File: src/hw/rtl/hss_fifo.sv
`default_nettype none
// ----------------------------------------------------------------------------
// hss_fifo: small first-in first-out queue
// flop-based entries, push/pop with full and empty flags
// ----------------------------------------------------------------------------
module hss_fifo #(
   parameter int Width = 8,
   parameter int Depth = 2
) (
   input  logic             clock,
   input  logic             reset,
   input  logic             wr_en,
   input  logic [Width-1:0] wr_data,
   output logic             full,
   input  logic             rd_en,
   output logic [Width-1:0] rd_data,
   output logic             empty
);
   localparam int PW = $clog2(Depth);
   localparam int CW = $clog2(Depth + 1);
   localparam logic [PW-1:0] LastPtr = PW'(Depth - 1);
   localparam logic [CW-1:0] FullCnt = CW'(Depth);

   logic [Width-1:0] mem_ff [Depth];
   logic [PW-1:0]    wr_ptr_ff, wr_ptr_in, rd_ptr_ff, rd_ptr_in;
   logic [CW-1:0]    count_ff, count_in;
   logic             do_wr, do_rd;

   assign full    = (count_ff == FullCnt);
   assign empty   = (count_ff == '0);
   assign do_wr   = wr_en && !full;
   assign do_rd   = rd_en && !empty;
   assign rd_data = mem_ff[rd_ptr_ff];

   always_comb begin
      wr_ptr_in = wr_ptr_ff;
      rd_ptr_in = rd_ptr_ff;
      count_in  = count_ff;
      if (do_wr) begin
         wr_ptr_in = (wr_ptr_ff == LastPtr) ? '0 : wr_ptr_ff + PW'(1);
      end
      if (do_rd) begin
         rd_ptr_in = (rd_ptr_ff == LastPtr) ? '0 : rd_ptr_ff + PW'(1);
      end
      if (do_wr && !do_rd) begin
         count_in = count_ff + CW'(1);
      end else if (do_rd && !do_wr) begin
         count_in = count_ff - CW'(1);
      end
   end

   always_ff @(posedge clock) begin
      if (reset) begin
         wr_ptr_ff <= '0;
         rd_ptr_ff <= '0;
         count_ff  <= '0;
      end else begin
         wr_ptr_ff <= wr_ptr_in;
         rd_ptr_ff <= rd_ptr_in;
         count_ff  <= count_in;
      end
   end

   always_ff @(posedge clock) begin
      if (do_wr) begin
         mem_ff[wr_ptr_ff] <= wr_data;
      end
   end

endmodule

`default_nettype wire

File: config.mk
export PLATFORM = sky130hd
export DESIGN_NAME = hss_fifo
export DESIGN_NICKNAME = d
export VERILOG_FILES = /design/src/hw/rtl/hss_fifo.sv
export SDC_FILE = /design/constraint.sdc
export NUM_CORES = 1
export LEC_CHECK = 0
export BUFFER_PORTS_ARGS = -buffer_cell sky130_fd_sc_hd__buf_2
export CORE_MARGIN = 4
export CORE_UTILIZATION = 48
export CTS_BUF_LIST = sky130_fd_sc_hd__clkbuf_16
export DETAILED_ROUTE_END_ITERATION = 10
export HOLD_SLACK_MARGIN = 0.12
export PLACE_DENSITY = 0.74
export SYNTH_ARGS = -nofsm -noshare
export SYNTH_HDL_FRONTEND = slang
export SYNTH_SLANG_ARGS = --single-unit
File: constraint.sdc
create_clock -name clock -period 1.9 [get_ports clock]
set_input_delay 0.095 -clock clock [delete_from_list [all_inputs] [get_ports clock]]
set_output_delay 0.095 -clock clock [all_outputs]
set_load 0.005 [all_outputs]
==> metrics list <==
- The number of global-route vias before repair came to 523.
* Most numerous cell in the Yosys netlist: sky130_fd_sc_hd__edfxtp_1
- Number of hold-slack violations in the final timing report: 0
* Clock root buffer master: sky130_fd_sc_hd__clkbuf_16
- Yosys top cell by area: sky130_fd_sc_hd__edfxtp_1
- During I/O placement, the number of pins put on the boundary was 22.
- Counting flops with an async set or reset pin after synthesis yields a share of 0.
- Yosys warning total: 0
- Post-route design area: 1082 µm²
- VDD sags by at most 0.7263 mV.
- Counting distinct cell types in the post-synthesis netlist gives 13.
* Max Transition Viols Final: 0
* Yosys reg bits: 21
* Critical path cell sequence: nor2b_2 > nor2_1 > ha_1 > or3_1 > a21oi_1
- The area growth from synthesis to layout is 36.44%.
* Total power per unit cell area: 1318 nW/µm²
- Instance count of the mapped netlist: 50
* Share of the clock period used by the worst path after layout: 0.8370
- Post-CTS clock slew at the launch and capture registers of the worst setup and hold paths: 0.05 ns
- The tree built by TritonCTS fans out to 21 sinks.
- RSZ-0062 raised after global routing: false
- The number of hold buffers added after CTS was 9.
* TritonCTS clock tree: yes
- Effective utilization at floorplan: 0.5146
* Num CTS Buffers: 3
- Count of input and output buffers: 21
- Predominant post-synthesis flop cell: sky130_fd_sc_hd__edfxtp_1
- Count of buffer and inverter cells on the critical path: 0
- The first TritonRoute pass finished after 2 iterations.
* Number of synthesized flops with an enable pin: 16
* Share of the synthesized area in the top cell type: 0.6057
* Number of antenna cells inserted: 0
- The number of nets in the synthesized netlist is 63.
- Area of the core region: 1541 µm²
- Total global-route track usage: 0.1384
* WL per Instance: 14.66 µm
- Once the clock tree was built, the setup fixing pass inserted 0 buffers.
- Instance area at placement: 913.4 µm²
* M3 GR Usage: 0.03988
- On the critical path, the stage with the largest delay is an instance of sky130_fd_sc_hd__dfxtp_1.
- DR vias: 496
- For flop-to-flop paths, the worst setup slack is 0.31 ns.
- Crit path max-delay family: simple AND/OR/NAND/NOR gates
- For this run, global-route usage on met1 was measured as 0.1494.
- Final ANT Viol Nets: 0
* Critical path class: flip-flop to flip-flop
* Slew at the pin with the worst max-slew slack: 0.3693 ns
- Aggregate routed wire length: 1451 µm
- In this design, the stage delay of the slowest critical-path cell is 0.37 ns.
* Die outline height: 48.65 µm
- Setup TNS Final: 0 ns
- Top cells by area in the synthesized netlist: sky130_fd_sc_hd__edfxtp_1 (61%), sky130_fd_sc_hd__dfxtp_1 (13%), sky130_fd_sc_hd__mux2_2 (11%), sky130_fd_sc_hd__xor2_1 (3.3%), sky130_fd_sc_hd__nor2_1 (2.4%)
- Data on the critical path is required at its endpoint by 2.08 ns.
- Of all nets on the critical path, the largest fanout is 5.
* Hold/Removal Path Class: input pin to flip-flop
* Total of cells resized after clock tree synthesis: 0
- Setup slack closes at 0.3096 ns.
- Setup violations remaining at the end of the flow were counted as 0.
- Clock latency on the worst-skew pair: 0.25 ns
- The first global-routing pass estimated 2442 µm of wire.
- Grt peak-use layer: met2
- Most frequent cells after synthesis: sky130_fd_sc_hd__edfxtp_1 (16), sky130_fd_sc_hd__mux2_2 (8), sky130_fd_sc_hd__dfxtp_1 (5), sky130_fd_sc_hd__nor2_1 (5)
* Met2 routing resource usage after global routing: 0.2435
- In this run the core area contains 14 standard-cell rows.
- After global routing the overflow that remains totals 0.
- Result of the run: finished clean
- Measured along the x axis, the die boundary spans 48.65 µm.
- Worst-case headroom to the max-slew limit: 0.7538
- Crit. End Element: flip-flop
- Number of antenna violations at the first check in global routing: 0
- Subtracting the final worst setup slack from the clock period gives 1.590 ns.
* Kind of start point of the critical path: flip-flop
- In this run the number of H-tree levels came out at 1.
- After synthesis, the mean cell area works out to 15.87 µm².
- Using the TritonRoute via totals, the vias-per-cell ratio works out to 5.010.
* HPWL after detailed placement: 934.6 µm
- In the final layout, the share of cells above drive strength 1 is 0.3976.
* Highest Clock Rate: 0.6288 GHz
- Part of the Yosys area used for sequential elements: 0.7319
- In the routed design, unresolved DRC markers number 0.
- Net count reported at finish: 97
* GP Congestion: 0.6476
* Post-Synthesis Cell Area: 793.3 µm²
* Post-Route Skew: 0.001724 ns
- Entering global routing, the biggest net connects 12 pins.
- The floorplan step defined a die boundary enclosing 2367 µm².
- Timing analysis after detailed placement gives a worst setup slack of 0.3564 ns.
- Iter 0 DRT Violations: 6
- Data on the critical path arrives at its endpoint at 1.77 ns.
* Count of max-cap constraint violations: 0
* P_leak: 0.4429 nW
* Maximum number of buffers from clock root to sink: 2
layout by cell type (no fill, tap or decap):
cell / count
sky130_fd_sc_hd__a21oi_1: 2
sky130_fd_sc_hd__and2_1: 1
sky130_fd_sc_hd__buf_2: 21
sky130_fd_sc_hd__clkbuf_16: 3
sky130_fd_sc_hd__dfxtp_1: 5
sky130_fd_sc_hd__dlygate4sd3_1: 9
sky130_fd_sc_hd__edfxtp_1: 16
sky130_fd_sc_hd__ha_1: 1
sky130_fd_sc_hd__inv_1: 3
sky130_fd_sc_hd__mux2_2: 8
sky130_fd_sc_hd__nor2_1: 5
sky130_fd_sc_hd__nor2b_2: 1
sky130_fd_sc_hd__o21ai_0: 3
sky130_fd_sc_hd__or3_1: 2
sky130_fd_sc_hd__xor2_1: 3
cells by family after synthesis:
family,after synthesis,synth area share
multiplexers,8,0.1136
AO/OA/AOI/OAI,5,0.03154
flip-flops,21,0.7319
buffers and inverters,3,0.01577
adder cells (fa/ha/maj),1,0.01577
AND/OR/NAND/NOR,9,0.05837
XOR/XNOR,3,0.03313
layer usage:
layer,vias up,share of wire
met5,-,0
met4,0,0.013
met3,2,0.052
met2,13,0.54
met1,233,0.40
li1,248,-
state kept, by name (all words and copies together), names as in the netlist, named ones only:
signal,count
mem_ff,16
count_ff,2
wr_ptr_ff,1
rd_ptr_ff,1
per-stage QoR:
step,power [mW],std cells,hold WS (ns),util
2_1_floorplan,0.8641,50,0.1641,-
3_3_place_gp,0.9770,86,0.2823,0.5925
3_5_place_dp,0.9941,86,0.2866,0.5925
4_1_cts,1.434,99,0.2365,0.7021
5_1_grt,1.521,99,0.2707,0.7021
6_report,1.426,99,0.2440,0.7021
path summary, 6_finish.rpt:
| check | startpoint | end | cells past startpoint |
|---|---|---|---|
| worst max register to register | count_ff[1] | count_ff[1] | 5 |
| worst min register to register | wr_ptr_ff | wr_ptr_ff | 2 |
| worst max-delay path | count_ff[1] | count_ff[1] | 5 |
| worst min-delay path | wr_en | wr_ptr_ff | 4 |
cell type report:
type                    count  area [µm²]
flip-flops and latches     21       580.6
fillers                   110       459.2
multi-input cells          26       200.2
repair buffers             30       195.2
clock buffers               3       75.07
well taps                  16       20.02
inverters                   2       7.507
clock inverters             1       3.754
worst reg2reg max path, stage by stage, from the launching register on:
cell	delay, ns
sky130_fd_sc_hd__dfxtp_1	0.37
sky130_fd_sc_hd__nor2b_2	0.22
sky130_fd_sc_hd__nor2_1	0.08
sky130_fd_sc_hd__ha_1	0.31
sky130_fd_sc_hd__or3_1	0.37
sky130_fd_sc_hd__a21oi_1	0.16
where the power goes:
group / leakage (nW) / total [mW] / switching (mW) / internal, mW
sequential: 0.191 / 0.647 / 0.0599 / 0.588
combinational: 0.210 / 0.349 / 0.158 / 0.191
clock: 0.0423 / 0.430 / 0.150 / 0.280
total: 0.443 / 1.43 / 0.368 / 1.06
Power figures use the tool's default switching activity.
