$ cat config.mk
export PLATFORM = sky130hd
export DESIGN_NAME = hss_front
export DESIGN_NICKNAME = d
export VERILOG_FILES = /design/src/hw/rtl/hss_pkg.sv /design/src/hw/rtl/hss_fifo.sv /design/src/hw/rtl/hss_front.sv
export SDC_FILE = /design/constraint.sdc
export NUM_CORES = 1
export LEC_CHECK = 0
export ABC_AREA = 0
export BUFFER_PORTS_ARGS = -buffer_cell sky130_fd_sc_hd__buf_4
export CAP_MARGIN = 20
export CELL_PAD_IN_SITES_DETAIL_PLACEMENT = 2
export CELL_PAD_IN_SITES_GLOBAL_PLACEMENT = 2
export CORE_ASPECT_RATIO = 1.25
export CORE_MARGIN = 2
export CORE_UTILIZATION = 41
export DETAILED_ROUTE_END_ITERATION = 16
export PLACE_DENSITY = 0.91
export REMOVE_ABC_BUFFERS = 1
export SKIP_LAST_GASP = 1
export SLEW_MARGIN = 20
export SYNTH_ARGS = -nofsm -noshare
export SYNTH_HDL_FRONTEND = slang
export SYNTH_SLANG_ARGS = --single-unit
export TNS_END_PERCENT = 5
$ cat constraint.sdc
create_clock -name clock -period 10.5 [get_ports clock]
set_clock_uncertainty 0.15 [all_clocks]
set_input_delay 1.05 -clock clock [delete_from_list [all_inputs] [get_ports clock]]
set_output_delay 1.05 -clock clock [all_outputs]
set_load 0.05 [all_outputs]
$ cat src/hw/rtl/hss_pkg.sv
`default_nettype none
// ----------------------------------------------------------------------------
// hss_pkg: shared types and constants of the hermite segment sampler
// knot command and result item layouts, back-end states, arithmetic widths
// ----------------------------------------------------------------------------
package hss_pkg;

   localparam int CoordW = 32;   // Q16.16 coordinate
   localparam int ArcW   = 40;   // Q24.16 arc length
   localparam int QW     = 48;   // signed quotient of a scaled polynomial term
   localparam int RW     = 18;   // remainder, holds any divisor up to 63^3
   localparam int RadW   = 66;   // sum of three squared chord components
   localparam int RootW  = 33;   // chord length

   typedef enum logic [0:0] {
      KIND_START,
      KIND_SEGMENT
   } knot_kind_type;

   typedef struct packed {
      logic [2:0][CoordW-1:0] point;
      logic [2:0][CoordW-1:0] tangent;
      knot_kind_type          kind;
   } knot_cmd_type;

   typedef struct packed {
      logic [2:0][CoordW-1:0] sample;
      logic [ArcW-1:0]        arc;
      logic                   last;
   } result_type;

   // value held as floor quotient and remainder against the fixed divisor
   typedef struct packed {
      logic [QW-1:0] q;
      logic [RW-1:0] r;
   } qr_type;

   typedef enum logic [3:0] {
      B_IDLE,
      B_COEF1,
      B_COEF2,
      B_DIVIDE,
      B_DIV_WAIT,
      B_SAMPLE,
      B_SQUARE,
      B_ROOT,
      B_ROOT_WAIT,
      B_EMIT
   } back_state_type;

   function automatic logic signed [QW-1:0] sx48(logic [CoordW-1:0] v);
      return {{(QW-CoordW){v[CoordW-1]}}, v};
   endfunction

endpackage

`default_nettype wire

$ cat src/hw/rtl/hss_fifo.sv
`default_nettype none
// ----------------------------------------------------------------------------
// hss_fifo: small first-in first-out queue
// flop-based entries, push/pop with full and empty flags
// ----------------------------------------------------------------------------
module hss_fifo #(
   parameter int Width = 8,
   parameter int Depth = 2
) (
   input  logic             clock,
   input  logic             reset,
   input  logic             wr_en,
   input  logic [Width-1:0] wr_data,
   output logic             full,
   input  logic             rd_en,
   output logic [Width-1:0] rd_data,
   output logic             empty
);
   localparam int PW = $clog2(Depth);
   localparam int CW = $clog2(Depth + 1);
   localparam logic [PW-1:0] LastPtr = PW'(Depth - 1);
   localparam logic [CW-1:0] FullCnt = CW'(Depth);

   logic [Width-1:0] mem_ff [Depth];
   logic [PW-1:0]    wr_ptr_ff, wr_ptr_in, rd_ptr_ff, rd_ptr_in;
   logic [CW-1:0]    count_ff, count_in;
   logic             do_wr, do_rd;

   assign full    = (count_ff == FullCnt);
   assign empty   = (count_ff == '0);
   assign do_wr   = wr_en && !full;
   assign do_rd   = rd_en && !empty;
   assign rd_data = mem_ff[rd_ptr_ff];

   always_comb begin
      wr_ptr_in = wr_ptr_ff;
      rd_ptr_in = rd_ptr_ff;
      count_in  = count_ff;
      if (do_wr) begin
         wr_ptr_in = (wr_ptr_ff == LastPtr) ? '0 : wr_ptr_ff + PW'(1);
      end
      if (do_rd) begin
         rd_ptr_in = (rd_ptr_ff == LastPtr) ? '0 : rd_ptr_ff + PW'(1);
      end
      if (do_wr && !do_rd) begin
         count_in = count_ff + CW'(1);
      end else if (do_rd && !do_wr) begin
         count_in = count_ff - CW'(1);
      end
   end

   always_ff @(posedge clock) begin
      if (reset) begin
         wr_ptr_ff <= '0;
         rd_ptr_ff <= '0;
         count_ff  <= '0;
      end else begin
         wr_ptr_ff <= wr_ptr_in;
         rd_ptr_ff <= rd_ptr_in;
         count_ff  <= count_in;
      end
   end

   always_ff @(posedge clock) begin
      if (do_wr) begin
         mem_ff[wr_ptr_ff] <= wr_data;
      end
   end

endmodule

`default_nettype wire

$ cat src/hw/rtl/hss_front.sv
`default_nettype none
// ----------------------------------------------------------------------------
// hss_front: knot intake
// accepts knots, marks each as curve start or segment end, queues them
// ----------------------------------------------------------------------------
module hss_front (
   input  logic                               clock,
   input  logic                               reset,
   input  logic                               push,
   output logic                               full,
   input  logic [2:0][hss_pkg::CoordW-1:0]    point,
   input  logic [2:0][hss_pkg::CoordW-1:0]    tangent,
   input  logic                               starts_curve,
   output hss_pkg::knot_cmd_type              cmd,
   output logic                               cmd_empty,
   input  logic                               cmd_pop
);
   import hss_pkg::*;

   logic         have_knot_ff, have_knot_in;
   logic         accept;
   knot_cmd_type cmd_in;
   logic [$bits(knot_cmd_type)-1:0] cmd_bits;

   assign accept       = push && !full;
   assign have_knot_in = have_knot_ff || accept;

   // a continuing knot with nothing stored behaves as a curve start
   always_comb begin
      cmd_in.point   = point;
      cmd_in.tangent = tangent;
      cmd_in.kind    = (starts_curve || !have_knot_ff) ? KIND_START : KIND_SEGMENT;
   end

   always_ff @(posedge clock) begin
      if (reset) begin
         have_knot_ff <= 1'b0;
      end else begin
         have_knot_ff <= have_knot_in;
      end
   end

   hss_fifo #(
      .Width ($bits(knot_cmd_type)),
      .Depth (2)
   ) u_cmd_q (
      .clock   (clock),
      .reset   (reset),
      .wr_en   (push),
      .wr_data (cmd_in),
      .full    (full),
      .rd_en   (cmd_pop),
      .rd_data (cmd_bits),
      .empty   (cmd_empty)
   );

   assign cmd = knot_cmd_type'(cmd_bits);

endmodule

`default_nettype wire

==> flow_metrics.tcl, run 1 <==
set metrics [dict create \
    drive_above_1_share_pct 60.4 \
    switching_share_pct 37.2 \
    setup_violations 0 \
    cts_buffer_depth 3 \
    final_antenna_net_count 0 \
    final_max_slew_viol_count 0 \
    numCtsBuffers 40 \
    ys.warnings.count 0 \
    clockPowerShare_pct 24.8 \
    wirelength_mm 39.4 \
    cts_tree "done" \
    layout.cells.non_filler 1504 \
    startpoint_type "register" \
    fmax_mhz 239 \
    status "finished clean" \
    drc_errors 0 \
    fin_crit_ps 4180 \
    postSynthAreaPerCell_um2 22.5 \
    rsz0062_at_grt "no" \
    ys_seq_elements 392 \
    fin_util_pct 54.8 \
    relSlewSlack_pct 29.0 \
    first_pass_iters 4 \
    synth.most_common_cell "edfxtp_1" \
    design_area_um2 18800 \
    synth.area.top_cells "edfxtp_1, mux2_2, buf_4, dfxtp_1, xor2_1" \
    routed-via-count 7430 \
    clkSlewWorstSetupHoldPaths_ps 60 \
    synth-main-ff-cell "edfxtp_1" \
    wl_per_cell_um 26.2 \
    coreArea_um2 34200 \
    cts_hold_buf 0 \
    cap_violations 0 \
    worstPathRequired_ps 9300 \
    placed_cells 1435 \
    synth_edf_count 386 \
    fp-row-count 76 \
    place_area_um2 17600 \
    synth.distinct_cells 16 \
    pin_count 392 \
    comb_power_share_pct 36.5 \
    grt_overflow 0 \
    die_y_um 212 \
    finalCritPeriodShare_pct 39.8 \
    tightest_slew_ps 1060 \
    hold_violations 0 \
    place.port_buffers 391 \
    async_reset_ff_share_pct 0 \
    pwr-share-seq_pct 38.7 \
    antenna_found_initial 4 \
    post_cts_buffers 0 \
    internal_power_uw 3360 \
    crit_arrival_ps 2980 \
    setup.worst_path.end_class "output pin" \
    synth_area_um2 14200 \
    path_max_fanout 64 \
    area_growth_pct 32.4 \
    leakage_uw 0.00693 \
    die_x_um 170 \
    cts-root-buf "clkbuf_16" \
    clock-sinks 392 \
    synth_top_area_share_pct 81.8 \
    ctsResizeCount 0 \
    start_util_pct 41.4 \
    synth_area_leader_cell "edfxtp_1" \
    dp_hpwl_mm 27.6 \
    ys_top_cells_by_count "edfxtp_1, mux2_2, buf_4" \
    vias_per_cell 4.94 \
    grt_usage_pct 21.5 \
    ys_seq_area_share_pct 82.7 \
    gp_congestion 0.739 \
    worstSetupPathType "reg -> out" \
    hold_path_class "reg -> reg" \
    drtIter0Drc 429 \
    finalSetupTns_ps 0 \
    ir_drop_mv 0.183 \
    grt_pass1_wl_mm 55.9 \
    fin_nets 1246 \
    synthCells 630 \
    htreeDepth 2 \
    power.switching_uw 1990 \
    grt_max_degree 75 \
    design.die.area_um2 36100 \
    first_global_vias 8561 \
    worstSkewPairLatency_ps 530 \
    powerDensity_nw_per_um2 285 \
]
flip-flops by register name, indices dropped and copies added (netlist names), named ones only:
register / cells
have_knot_ff: 1
u_cmd_q.count_ff: 2
u_cmd_q.mem_ff: 386
u_cmd_q.rd_ptr_ff: 1
u_cmd_q.wr_ptr_ff: 1
routing by layer:
metal / wire length (um) / up-vias / track usage, %
met5: 13 / - / 0
met4: 1110 / 2 / 7.93
met3: 2000 / 63 / 4.77
met2: 23400 / 253 / 43.2
met1: 12800 / 3770 / 21.1
li1: - / 3342 / -
placed cells by master, fill, tap and decap left out, types with 2 or more instances in the layout:
cell type	instances
nor2_1	6
buf_4	397
a21oi_1	3
o21ai_0	3
dfxtp_1	5
diode_2	3
clkbuf_1	9
mux2_2	193
edfxtp_1	386
clkinv_1	4
or3_1	2
clkbuf_16	41
clkinv_2	8
xor2_1	3
bufinv_16	2
metrics by stage:
| step | hold slack, ps | power, uW | setup slack, ps |
|---|---|---|---|
| finish | 362 | 5350 | 6320 |
| global route | 404 | 5530 | 6150 |
| CTS | 360 | 5420 | 6250 |
| detailed placement | 349 | 4070 | 6810 |
| global placement | 300 | 4000 | 6840 |
| floorplan | 279 | 3490 | 3880 |
power by group through the flow:
stage          clock network [uW]  logic [uW]  registers (uW)
2_1_floorplan                   0        1350            2140
3_3_place_gp                    0        1920            2070
3_5_place_dp                    0        1970            2100
4_1_cts                      1370        1980            2070
5_1_grt                      1410        2030            2090
6_report                     1330        1950            2070
final cells by class:
type                       count  area (um2)
antenna                        3        7.51
multi-input combinational    214        2300
inverter                       3        16.3
fill                        2937       15500
sequential                   392       11700
clock inverter                15         123
timing repair buffer         397        2980
tap                          429         537
clock buffer                  51        1070
cell families (layout without fill, tap and decap cells):
logic type / after synthesis / count (layout) / synth area share, %
multiplexers: 193 / 193 / 15.3
AND/OR/NAND/NOR: 11 / 11 / 0.397
AO/OA/AOI/OAI: 6 / 6 / 0.212
adder cells (fa/ha/maj): 1 / 1 / 0.0883
flip-flops: 392 / 392 / 82.7
other: 0 / 3 / 0
buffers and inverters: 24 / 466 / 1.12
XOR/XNOR: 3 / 3 / 0.185
critical path, stage by stage (launching register included):
cell     delay (ps)
dfxtp_4         900
buf_4           790
mux2_2          430
buf_4           190
path summary, 6_finish.rpt:
path	start	to	slack, ps	cells after the start
worst max register to register	u_cmd_q.count_ff[0]	u_cmd_q.mem_ff[0][48]	7480	5
worst min register to register	u_cmd_q.wr_ptr_ff	u_cmd_q.wr_ptr_ff	360	2
worst min-delay path	u_cmd_q.wr_ptr_ff	u_cmd_q.wr_ptr_ff	360	2
worst max-delay path	register	cmd[146]	6320	3
Note: power is estimated with default switching activity, not from simulation.
==> run 2: changes to the inputs <==
- CORE_UTILIZATION: 41 -> 38
- PLACE_DENSITY: 0.91 -> 0.86
- clock period: 10.5 -> 3.9 ns (I/O delays scaled with it)
==> run 2 against run 1 <==
Largest cell class unchanged. Die area is 7.7% higher. Core utilization up 1.8 points. First-iteration DRC count is 19% lower. Critical path depth is the same. Via count rose by 14%. Worst hold slack worse by 140 ps. Critical path type unchanged. Wire length rose by 26%. Sequential share of layout area down 6.5 points. Flip-flop and latch count is the same. Cell area rose by 12%. Combinational power grew to 2.9 times the previous value. Worst setup slack got worse by 5300 ps.
==> flow_metrics.tcl, run 2 (synthesis gave the netlist of run 1 again) <==
set metrics [dict create \
    cts_tree "done" \
    setup.worst_path.end_class "output pin" \
    post_cts_buffers 0 \
    coreArea_um2 37000 \
    area_growth_pct 47.8 \
    finalCritPeriodShare_pct 74.8 \
    wl_per_cell_um 28.1 \
    drive_above_1_share_pct 51.2 \
    r2r_cells 5 \
    reg.largest.list "u_cmd_q.mem_ff: 386 flops, u_cmd_q.count_ff: 2 flops" \
    grt_max_degree 79 \
    vias_per_cell 4.80 \
    worstSetupPathType "reg -> out" \
    fillers 3178 \
    first_pass_iters 4 \
    largest_reg_flops 386 \
    largest-register "u_cmd_q.mem_ff" \
    hold_depth 4 \
    hold_violations 0 \
    htreeDepth 2 \
    antenna_found_initial 5 \
    cts_buffer_depth 3 \
    clkSlewWorstSetupHoldPaths_ps 60 \
    grt_overflow 0 \
    pin_count 392 \
    fmax_mhz 343 \
    grt_usage_pct 25.3 \
    fp-row-count 79 \
    clock-sinks 392 \
    setup_violations 0 \
    relSlewSlack_pct 54.0 \
    start_util_pct 38.3 \
    ir_drop_mv 0.708 \
    hold_path_class "in -> reg" \
    r2r_setup_slack_ps 1320 \
    status "finished clean" \
    routed-via-count 8501 \
    layout.cells.non_filler 1770 \
    tightest_slew_ps 691 \
    drtIter0Drc 349 \
    dp_hpwl_mm 28.3 \
    cap_violations 0 \
    final_common_cell "buf_4" \
    placed_cells 1500 \
    fin_crit_ps 2920 \
    numCtsBuffers 41 \
    final_cell_mix "buf_4, edfxtp_1, dlygate4sd3_1, mux2_2, clkbuf_16" \
    path_max_fanout 43 \
    hold_slack_ps 220 \
    final_antenna_net_count 0 \
    gp_congestion 0.732 \
    wirelength_mm 49.7 \
    design.die.area_um2 38900 \
    place.port_buffers 391 \
    leakage_uw 0.00781 \
    startpoint_type "register" \
    final_max_slew_viol_count 0 \
    die_x_um 177 \
    crit_arrival_ps 2380 \
    grt_pass1_wl_mm 69.8 \
    drc_errors 0 \
    die_y_um 220 \
    rsz0062_at_grt "no" \
    cts-root-buf "clkbuf_16" \
    finalSetupTns_ps 0 \
    worstPathRequired_ps 3360 \
    worstSkewPairLatency_ps 550 \
    powerDensity_nw_per_um2 718 \
    fin_nets 1450 \
    first_global_vias 10100 \
]
## run 2: cell types whose count changed in the layout (fill, tap and decap cells not counted), sizes merged
cell and delta:
buf +8, diode +2, inv +2, clkinv +2
dlygate4sd3 +195, bufinv -1, clkbuf +1
## run 2: critical path, cell delays in order, from the launching register on
cell,delay (ps)
dfxtp_4,800
buf_4,410
mux2_2,400
buf_4,210
## run 2: path summary, 6_finish.rpt
kind | startpoint | endpoint
setup / recovery | register | cmd[1]
hold / removal | cmd_pop | u_cmd_q.rd_ptr_ff
setup reg to reg | u_cmd_q.count_ff[0] | u_cmd_q.mem_ff[0][187]
hold reg to reg | u_cmd_q.wr_ptr_ff | u_cmd_q.wr_ptr_ff
## run 2: metal layers
layer | GRT usage, % | vias to the layer above | part of all wire, %
met5 | 0 | - | 0
li1 | - | 3747 | -
met1 | 23.5 | 4332 | 31
met2 | 51.2 | 303 | 59
met4 | 12.4 | 0 | 5.2
met3 | 4.80 | 119 | 4.4
## run 2: per-stage QoR
step,utilization (%),total power [uW],area [um2],setup WS (ps)
6_report,56.6,15000,20900,984
5_1_grt,56.6,15500,20900,870
4_1_cts,56.6,14900,20900,919
3_5_place_dp,48.0,11100,17700,1360
3_3_place_gp,48.0,10900,17700,1450
2_1_floorplan,-,9390,14000,-2060
## run 2: power by group
| group | internal [uW] | switching, uW | total [uW] |
|---|---|---|---|
| combinational | 1860 | 3830 | 5690 |
| clock | 2080 | 1690 | 3770 |
| sequential | 5300 | 272 | 5570 |
## run 2: area by class of cell
class                   instances  area [um2]  area share (%)
clock inverters                18         114           0.544
well taps                     486         608            2.90
diodes                          5        12.5          0.0598
clock buffers                  52        1110            5.30
flip-flops and latches        392       11700            56.0
multi-input cells             214        2300            11.0
inverters                       3        18.8          0.0896
repair buffers                600        5050            24.1
## run 2: timing repair
action	4_1_cts	5_1_grt
hold buffers	195	0
gates resized for setup	0	0
hold endpoints to repair	392	0
